===== config.mk =====
export PLATFORM = sky130hd
export DESIGN_NAME = cpu_8bit_alu_with_flags
export DESIGN_NICKNAME = d
export VERILOG_FILES = /design/src/sv/cpu_alu_pkg.sv /design/src/sv/cpu_8bit_alu_with_flags.sv
export SDC_FILE = /design/constraint.sdc
export NUM_CORES = 1
export LEC_CHECK = 0
export BUFFER_PORTS_ARGS = -buffer_cell sky130_fd_sc_hd__buf_4
export CORE_AREA = 2 2 127 129
export CTS_BUF_LIST = sky130_fd_sc_hd__clkbuf_8
export CTS_CLUSTER_DIAMETER = 150
export DETAILED_ROUTE_END_ITERATION = 7
export DIE_AREA = 0 0 129 131
export PLACE_DENSITY = 0.48
export SLEW_MARGIN = 20
export SYNTH_ARGS = -nofsm -noshare
export SYNTH_HDL_FRONTEND = slang
export SYNTH_SLANG_ARGS = --single-unit

===== constraint.sdc =====
create_clock -name clock -period 4 [get_ports clock]
set_clock_uncertainty 0.1 [all_clocks]
set_input_delay 0.6 -clock clock [delete_from_list [all_inputs] [get_ports clock]]
set_output_delay 0.6 -clock clock [all_outputs]
set_load 0.01 [all_outputs]

===== src/sv/cpu_alu_pkg.sv =====
// cpu_alu_pkg: command codes, flag and transaction types for the 8-bit alu
// used by cpu_8bit_alu_with_flags; depends on nothing else

package cpu_alu_pkg;

   // operation codes carried in the command field
   typedef enum logic [4:0] {
      CMD_ADD  = 5'd0,
      CMD_ADC  = 5'd1,
      CMD_SUB  = 5'd2,
      CMD_SBC  = 5'd3,
      CMD_AND  = 5'd4,
      CMD_XOR  = 5'd5,
      CMD_OR   = 5'd6,
      CMD_CP   = 5'd7,
      CMD_INC  = 5'd8,
      CMD_DEC  = 5'd9,
      CMD_RLC  = 5'd10,
      CMD_RRC  = 5'd11,
      CMD_RL   = 5'd12,
      CMD_RR   = 5'd13,
      CMD_SLA  = 5'd14,
      CMD_SRA  = 5'd15,
      CMD_SWAP = 5'd16,
      CMD_SRL  = 5'd17,
      CMD_BIT  = 5'd18,
      CMD_RES  = 5'd19,
      CMD_SET  = 5'd20,
      CMD_DAA  = 5'd21
   } cmd_type;

   // decimal adjust constants
   localparam logic [7:0] DAA_HI_ADJ   = 8'h60;
   localparam logic [7:0] DAA_LO_ADJ   = 8'h06;
   localparam logic [7:0] DAA_HI_LIMIT = 8'h99;
   localparam logic [3:0] DAA_LO_LIMIT = 4'h9;

   // z, n, h, c flag register
   typedef struct packed {
      logic z;
      logic n;
      logic h;
      logic c;
   } flags_type;

   // request transaction
   typedef struct packed {
      cmd_type    command;
      logic [7:0] operand_a;
      logic [7:0] operand_b;
      logic [2:0] bit_index;
   } req_type;

   // response transaction
   typedef struct packed {
      logic [7:0] result_value;
      logic       write_back;
      logic       zero_flag;
      logic       subtract_flag;
      logic       half_carry_flag;
      logic       carry_flag;
   } rsp_type;

endpackage


===== src/sv/cpu_8bit_alu_with_flags.sv =====
// cpu_8bit_alu_with_flags: 8-bit alu with z/n/h/c flag register
// stages: input register, result register; flag register feeds back through one alu pass
// throughput: one transaction per cycle while no response is held by rsp_stall
// reset: synchronous active high, clears both valid bits and the flag register
// depends on cpu_alu_pkg

module cpu_8bit_alu_with_flags (
   input  logic                 clock,
   input  logic                 reset,
   input  logic                 req_valid,
   output logic                 req_stall,
   input  cpu_alu_pkg::req_type req_payload,
   output logic                 rsp_valid,
   input  logic                 rsp_stall,
   output cpu_alu_pkg::rsp_type rsp_payload
);

   // input stage
   logic                  s1_valid_ff, s1_valid_in;
   cpu_alu_pkg::req_type  s1_ff;
   // result stage
   logic                  rsp_valid_ff, rsp_valid_in;
   cpu_alu_pkg::rsp_type  rsp_ff, rsp_in;
   // flag register
   cpu_alu_pkg::flags_type flags_ff, flags_in;

   logic out_free;
   logic s1_advance;
   logic req_take;

   // handshake control
   assign out_free    = !rsp_valid_ff || !rsp_stall;
   assign s1_advance  = s1_valid_ff && out_free;
   assign req_stall   = s1_valid_ff && !out_free;
   assign req_take    = req_valid && !req_stall;
   assign s1_valid_in = req_take || (s1_valid_ff && !out_free);
   assign rsp_valid_in = s1_advance || (rsp_valid_ff && rsp_stall);

   // alu datapath
   logic [7:0] a, b, r;
   logic [8:0] sum9, dif9;
   logic [4:0] sum5, dif5;
   logic [7:0] daa_t;
   logic       cin, wb, shift_out;
   cpu_alu_pkg::flags_type nf;

   always_comb begin
      a    = s1_ff.operand_a;
      b    = s1_ff.operand_b;
      cin  = ((s1_ff.command == cpu_alu_pkg::CMD_ADC) ||
              (s1_ff.command == cpu_alu_pkg::CMD_SBC)) ? flags_ff.c : 1'b0;
      sum9 = {1'b0, a} + {1'b0, b} + {8'd0, cin};
      dif9 = {1'b0, a} - {1'b0, b} - {8'd0, cin};
      sum5 = {1'b0, a[3:0]} + {1'b0, b[3:0]} + {4'd0, cin};
      dif5 = {1'b0, a[3:0]} - {1'b0, b[3:0]} - {4'd0, cin};
      r    = a;
      wb   = 1'b1;
      nf   = flags_ff;
      shift_out = 1'b0;
      daa_t = a;
      case (s1_ff.command)
         cpu_alu_pkg::CMD_ADD, cpu_alu_pkg::CMD_ADC: begin
            r = sum9[7:0];
            nf.z = (r == 8'd0); nf.n = 1'b0; nf.h = sum5[4]; nf.c = sum9[8];
         end
         cpu_alu_pkg::CMD_SUB, cpu_alu_pkg::CMD_SBC, cpu_alu_pkg::CMD_CP: begin
            r = dif9[7:0];
            nf.z = (r == 8'd0); nf.n = 1'b1; nf.h = dif5[4]; nf.c = dif9[8];
            wb = (s1_ff.command != cpu_alu_pkg::CMD_CP);
         end
         cpu_alu_pkg::CMD_AND: begin
            r = a & b;
            nf.z = (r == 8'd0); nf.n = 1'b0; nf.h = 1'b1; nf.c = 1'b0;
         end
         cpu_alu_pkg::CMD_XOR: begin
            r = a ^ b;
            nf.z = (r == 8'd0); nf.n = 1'b0; nf.h = 1'b0; nf.c = 1'b0;
         end
         cpu_alu_pkg::CMD_OR: begin
            r = a | b;
            nf.z = (r == 8'd0); nf.n = 1'b0; nf.h = 1'b0; nf.c = 1'b0;
         end
         cpu_alu_pkg::CMD_INC: begin
            r = a + 8'd1;
            nf.z = (r == 8'd0); nf.n = 1'b0; nf.h = (a[3:0] == 4'hF);
         end
         cpu_alu_pkg::CMD_DEC: begin
            r = a - 8'd1;
            nf.z = (r == 8'd0); nf.n = 1'b1; nf.h = (a[3:0] == 4'h0);
         end
         cpu_alu_pkg::CMD_RLC, cpu_alu_pkg::CMD_RRC, cpu_alu_pkg::CMD_RL,
         cpu_alu_pkg::CMD_RR, cpu_alu_pkg::CMD_SLA, cpu_alu_pkg::CMD_SRA,
         cpu_alu_pkg::CMD_SRL: begin
            // left moves shift out bit 7, right moves bit 0
            if ((s1_ff.command == cpu_alu_pkg::CMD_RLC) ||
                (s1_ff.command == cpu_alu_pkg::CMD_RL) ||
                (s1_ff.command == cpu_alu_pkg::CMD_SLA)) begin
               shift_out = a[7];
            end else begin
               shift_out = a[0];
            end
            if (s1_ff.command == cpu_alu_pkg::CMD_RLC) begin
               r = {a[6:0], a[7]};
            end else if (s1_ff.command == cpu_alu_pkg::CMD_RRC) begin
               r = {a[0], a[7:1]};
            end else if (s1_ff.command == cpu_alu_pkg::CMD_RL) begin
               r = {a[6:0], flags_ff.c};
            end else if (s1_ff.command == cpu_alu_pkg::CMD_RR) begin
               r = {flags_ff.c, a[7:1]};
            end else if (s1_ff.command == cpu_alu_pkg::CMD_SLA) begin
               r = {a[6:0], 1'b0};
            end else if (s1_ff.command == cpu_alu_pkg::CMD_SRA) begin
               r = {a[7], a[7:1]};
            end else begin
               r = {1'b0, a[7:1]};
            end
            nf.z = (r == 8'd0); nf.n = 1'b0; nf.h = 1'b0; nf.c = shift_out;
         end
         cpu_alu_pkg::CMD_SWAP: begin
            r = {a[3:0], a[7:4]};
            nf.z = (r == 8'd0); nf.n = 1'b0; nf.h = 1'b0; nf.c = 1'b0;
         end
         cpu_alu_pkg::CMD_BIT: begin
            wb = 1'b0;
            nf.z = !a[s1_ff.bit_index]; nf.n = 1'b0; nf.h = 1'b1;
         end
         cpu_alu_pkg::CMD_RES: begin
            r = a & ~(8'd1 << s1_ff.bit_index);
         end
         cpu_alu_pkg::CMD_SET: begin
            r = a | (8'd1 << s1_ff.bit_index);
         end
         cpu_alu_pkg::CMD_DAA: begin
            // high correction first; it leaves the low nibble untouched
            if (!flags_ff.n) begin
               if (flags_ff.c || (a > cpu_alu_pkg::DAA_HI_LIMIT)) begin
                  daa_t = a + cpu_alu_pkg::DAA_HI_ADJ;
                  nf.c  = 1'b1;
               end
               if (flags_ff.h || (a[3:0] > cpu_alu_pkg::DAA_LO_LIMIT)) begin
                  r = daa_t + cpu_alu_pkg::DAA_LO_ADJ;
               end else begin
                  r = daa_t;
               end
            end else begin
               if (flags_ff.c) begin
                  daa_t = a - cpu_alu_pkg::DAA_HI_ADJ;
               end
               if (flags_ff.h) begin
                  r = daa_t - cpu_alu_pkg::DAA_LO_ADJ;
               end else begin
                  r = daa_t;
               end
            end
            nf.z = (r == 8'd0); nf.h = 1'b0;
         end
         default: begin
            wb = 1'b0;
         end
      endcase
   end

   // response and flag next values
   always_comb begin
      rsp_in.result_value    = r;
      rsp_in.write_back      = wb;
      rsp_in.zero_flag       = nf.z;
      rsp_in.subtract_flag   = nf.n;
      rsp_in.half_carry_flag = nf.h;
      rsp_in.carry_flag      = nf.c;
      flags_in = s1_advance ? nf : flags_ff;
   end

   // control registers
   always_ff @(posedge clock) begin
      if (reset) begin
         s1_valid_ff  <= 1'b0;
         rsp_valid_ff <= 1'b0;
         flags_ff     <= '0;
      end else begin
         s1_valid_ff  <= s1_valid_in;
         rsp_valid_ff <= rsp_valid_in;
         flags_ff     <= flags_in;
      end
   end

   // payload registers
   always_ff @(posedge clock) begin
      if (req_take) begin
         s1_ff <= req_payload;
      end
      if (s1_advance) begin
         rsp_ff <= rsp_in;
      end
   end

   assign rsp_valid   = rsp_valid_ff;
   assign rsp_payload = rsp_ff;

   // flags shown with a response match the flag register
   a_flags_match: assert property (@(posedge clock) disable iff (reset)
      s1_advance |=> (rsp_ff.zero_flag == flags_ff.z) && (rsp_ff.subtract_flag == flags_ff.n)
                     && (rsp_ff.half_carry_flag == flags_ff.h)
                     && (rsp_ff.carry_flag == flags_ff.c))
      else $error("response flags differ from flag register");

   // res and set leave every flag alone
   a_res_set_flags: assert property (@(posedge clock) disable iff (reset)
      s1_advance && ((s1_ff.command == cpu_alu_pkg::CMD_RES) ||
                     (s1_ff.command == cpu_alu_pkg::CMD_SET)) |=> flags_ff == $past(flags_ff))
      else $error("res or set changed flags");

   // compare and bit test never write back
   a_no_write: assert property (@(posedge clock) disable iff (reset)
      s1_advance && ((s1_ff.command == cpu_alu_pkg::CMD_CP) ||
                     (s1_ff.command == cpu_alu_pkg::CMD_BIT)) |=> !rsp_ff.write_back)
      else $error("cp or bit marked for write back");

   // flags only move when a transaction leaves the input stage
   a_flags_hold: assert property (@(posedge clock) disable iff (reset)
      !s1_advance |=> flags_ff == $past(flags_ff))
      else $error("flag register changed without a transaction");

endmodule

==> results.cfg <==
[sta]
finalCritPeriodShare_pct = 91.4
finalHoldViolations = 0
worst-slew-pin-transition_ns = 1.01
max_freq_mhz = 273
setup_violations = 0
fin_ws_ns = 0.343
finalSetupTns_ns = 0
relSlewSlack_pct = 31.8
rsz0062_at_grt = false
slew_violations = 0
min_period_ns = 3.66

[critical_path]
endpoint_kind = register
critPathRequiredTime_ns = 3.98
path_class = register to register
cp_max_fo = 3
r2r_start = s1_ff[19]$_DFFE_PP_
cp_data_arrival_time_ns = 3.64
worstSetupStartpoint = s1_ff[19]$_DFFE_PP_
regToRegSetupSlack_ns = 0.34
crit_end = rsp_payload[11]$_DFFE_PP_
start_kind = register
reg2reg_to = rsp_payload[11]$_DFFE_PP_
r2r_cells = 14

[logic_synthesis]
yosys.area.top_type = edfxtp_1
netlist-cell-type-count = 75
ys_warn_count = 0
ys_seq_elements = 43
synthTopCellsByArea = edfxtp_1, ha_1, a21oi_1
syn_area_sq_mm = 0.00475
synth_top_area_share_pct = 23.4
synthCells = 559
synth_top_flop_cell = edfxtp_1
synth_edf_count = 37
synth_nets = 632
synthArstFlopShare_pct = 0
synth-seq-area-share_pct = 25.9
synth_area_per_cell_sq_um = 8.49

[clocking]
cts_resized = 0
cts.reportedPaths.clkPinSlew_ns = 0.09
numCtsBuffers = 5
clock-sinks = 43
cts_tree = yes
holdBufCountCts = 0
clockRootBuffer = clkbuf_8
cts_max_level = 2
clock_latency_ns = 0.32
clockBufferDepth = 2
cts_setup_buffers = 0

[grt]
grt_pass1_wl_um = 28200
grt_usage_pct = 22.5
grt_pass1_vias = 4613
antenna_found_initial = 0
grt_max_degree = 25
grt_overflow = 0

[place]
hpwl_um = 13800
pre_cts_slack_ns = 0.0638
port_buffers = 42
gp_congestion = 0.946

[route]
vias = 4698
routed_wirelength_um = 18400
firstDrtPassIters = 5
detail-route-antenna-nets = 0
post_drt_via_cell_ratio = 5.83
dr.first_iter.drc_count = 380
wire_per_inst_um = 22.8
drc_errors = 0

[floorplanning]
die_y_um = 131
io_pins = 43
rows = 46
die_area_sq_mm = 0.0169
core_area_sq_mm = 0.0156
dieWidth_um = 129
start_util_pct = 30.4

[final_layout]
antennaDiodeCount = 0
area_growth_pct = 13.9
drive_gt1_share_pct = 15.3
final_util_pct = 34.7
nNetsFinal = 662

[power_and_ir_drop]
powerDensity_mw_per_mm2 = 253
p_leak_nw = 2.01
ir_drop_uv = 117

[min_path]
hp-class = input pin to register
min_from = req_payload[0]

[flow_run]
maxCapViolCount = 0

[outcome]
status = finished, final reports clean
## cell usage in the layout, fill, tap and decap left out, drive strengths merged, types with 11 or more instances in the layout
cell type and count:
buf 61, ha 41, a21oi 39, inv 39, nor2 38, edfxtp 37, nor3 28, o21ai 27
nand2 26, xnor2 22, nand3 17, nor3b 12, mux2i 11, o22ai 11, nand4 11
## cells in the mapped netlist, types with 8 or more instances
cell type	count
o22ai_1	11
nand2_1	26
nor3_1	26
edfxtp_1	37
nand4_1	11
ha_1	41
clkbuf_1	19
mux2i_1	11
nand2b_1	9
nor3b_1	11
a21oi_1	39
o2111ai_1	8
inv_1	36
xnor2_1	22
o21ai_0	27
nor2_1	38
o211ai_1	9
nand3_1	17
buf_2	16
## logic make-up after synthesis
kind of cell             count (synthesis)  synth area share (%)
flip-flops                              43                  25.9
XOR/XNOR                                29                  5.35
adder cells (fa/ha/maj)                 45                  12.5
buffers and inverters                   77                  6.82
multiplexers                            14                  3.50
AO/OA/AOI/OAI                          162                  23.4
AND/OR/NAND/NOR                        189                  22.5
## state kept, by name, summed over array words and instances (netlist names)
signal and cells:
b 8, s1_ff 8, flags_ff 4, a 8, rsp_payload 13, rsp_valid 1
s1_valid_ff 1
## worst max-delay path, stage by stage (launching register included)
cell and delay (ns):
edfxtp_1 0.39, nor3b_2 0.18, nand3b_1 0.14, inv_1 0.07, fa_1 0.54, inv_1 0.07, ha_1 0.20, nor2_1 0.15
fa_1 0.22, nand2b_1 0.09, a2111oi_2 0.42, nor2_1 0.11, xnor2_1 0.22, o2111ai_1 0.13, o32a_1 0.37
## through the flow
stage               total power [mW]  instances  cell area (sq um)  hold slack (ns)
CTS                             1.37        806               5390            0.329
global route                    1.44        806               5410            0.335
finish                          1.37        806               5410            0.343
detailed placement              1.06        798               5310            0.367
floorplan                      0.887        559               4750            0.345
global placement                1.07        798               5310            0.356
## worst min path at each step
stage	endpoint	slack, ns	depth (start not counted)
5_1_grt	b[1]$_DFFE_PP_	0.33	1
3_3_place_gp	rsp_valid$_SDFF_PP0_	0.36	2
4_1_cts	b[1]$_DFFE_PP_	0.33	1
3_5_place_dp	rsp_valid$_SDFF_PP0_	0.37	2
2_1_floorplan	rsp_valid$_SDFF_PP0_	0.35	2
6_report	s1_ff[0]$_DFFE_PP_	0.34	1
## final cells by class
cell class	count	area, sq um
timing repair buffer	61	458
clock inverter	3	16.3
fill	1664	10200
multi-input combinational	439	3220
clock buffer	5	68.8
sequential	43	1230
inverter	39	146
tap	216	270
## metal layers
metal | GRT usage [%] | vias up | routed length [um] | part of all wire, %
met1 | 30.8 | 2277 | 8310 | 45
met2 | 35.1 | 207 | 8170 | 44
met5 | 0 | - | 0 | 0
li1 | - | 2174 | - | -
met3 | 4.40 | 40 | 1230 | 6.7
met4 | 8.70 | 0 | 654 | 3.6
## where the power goes
group	internal (mW)	switching [mW]
registers	0.520	0.0236
logic	0.202	0.326
clock network	0.120	0.176
No activity file was read; power rests on OpenSTA's default activity.
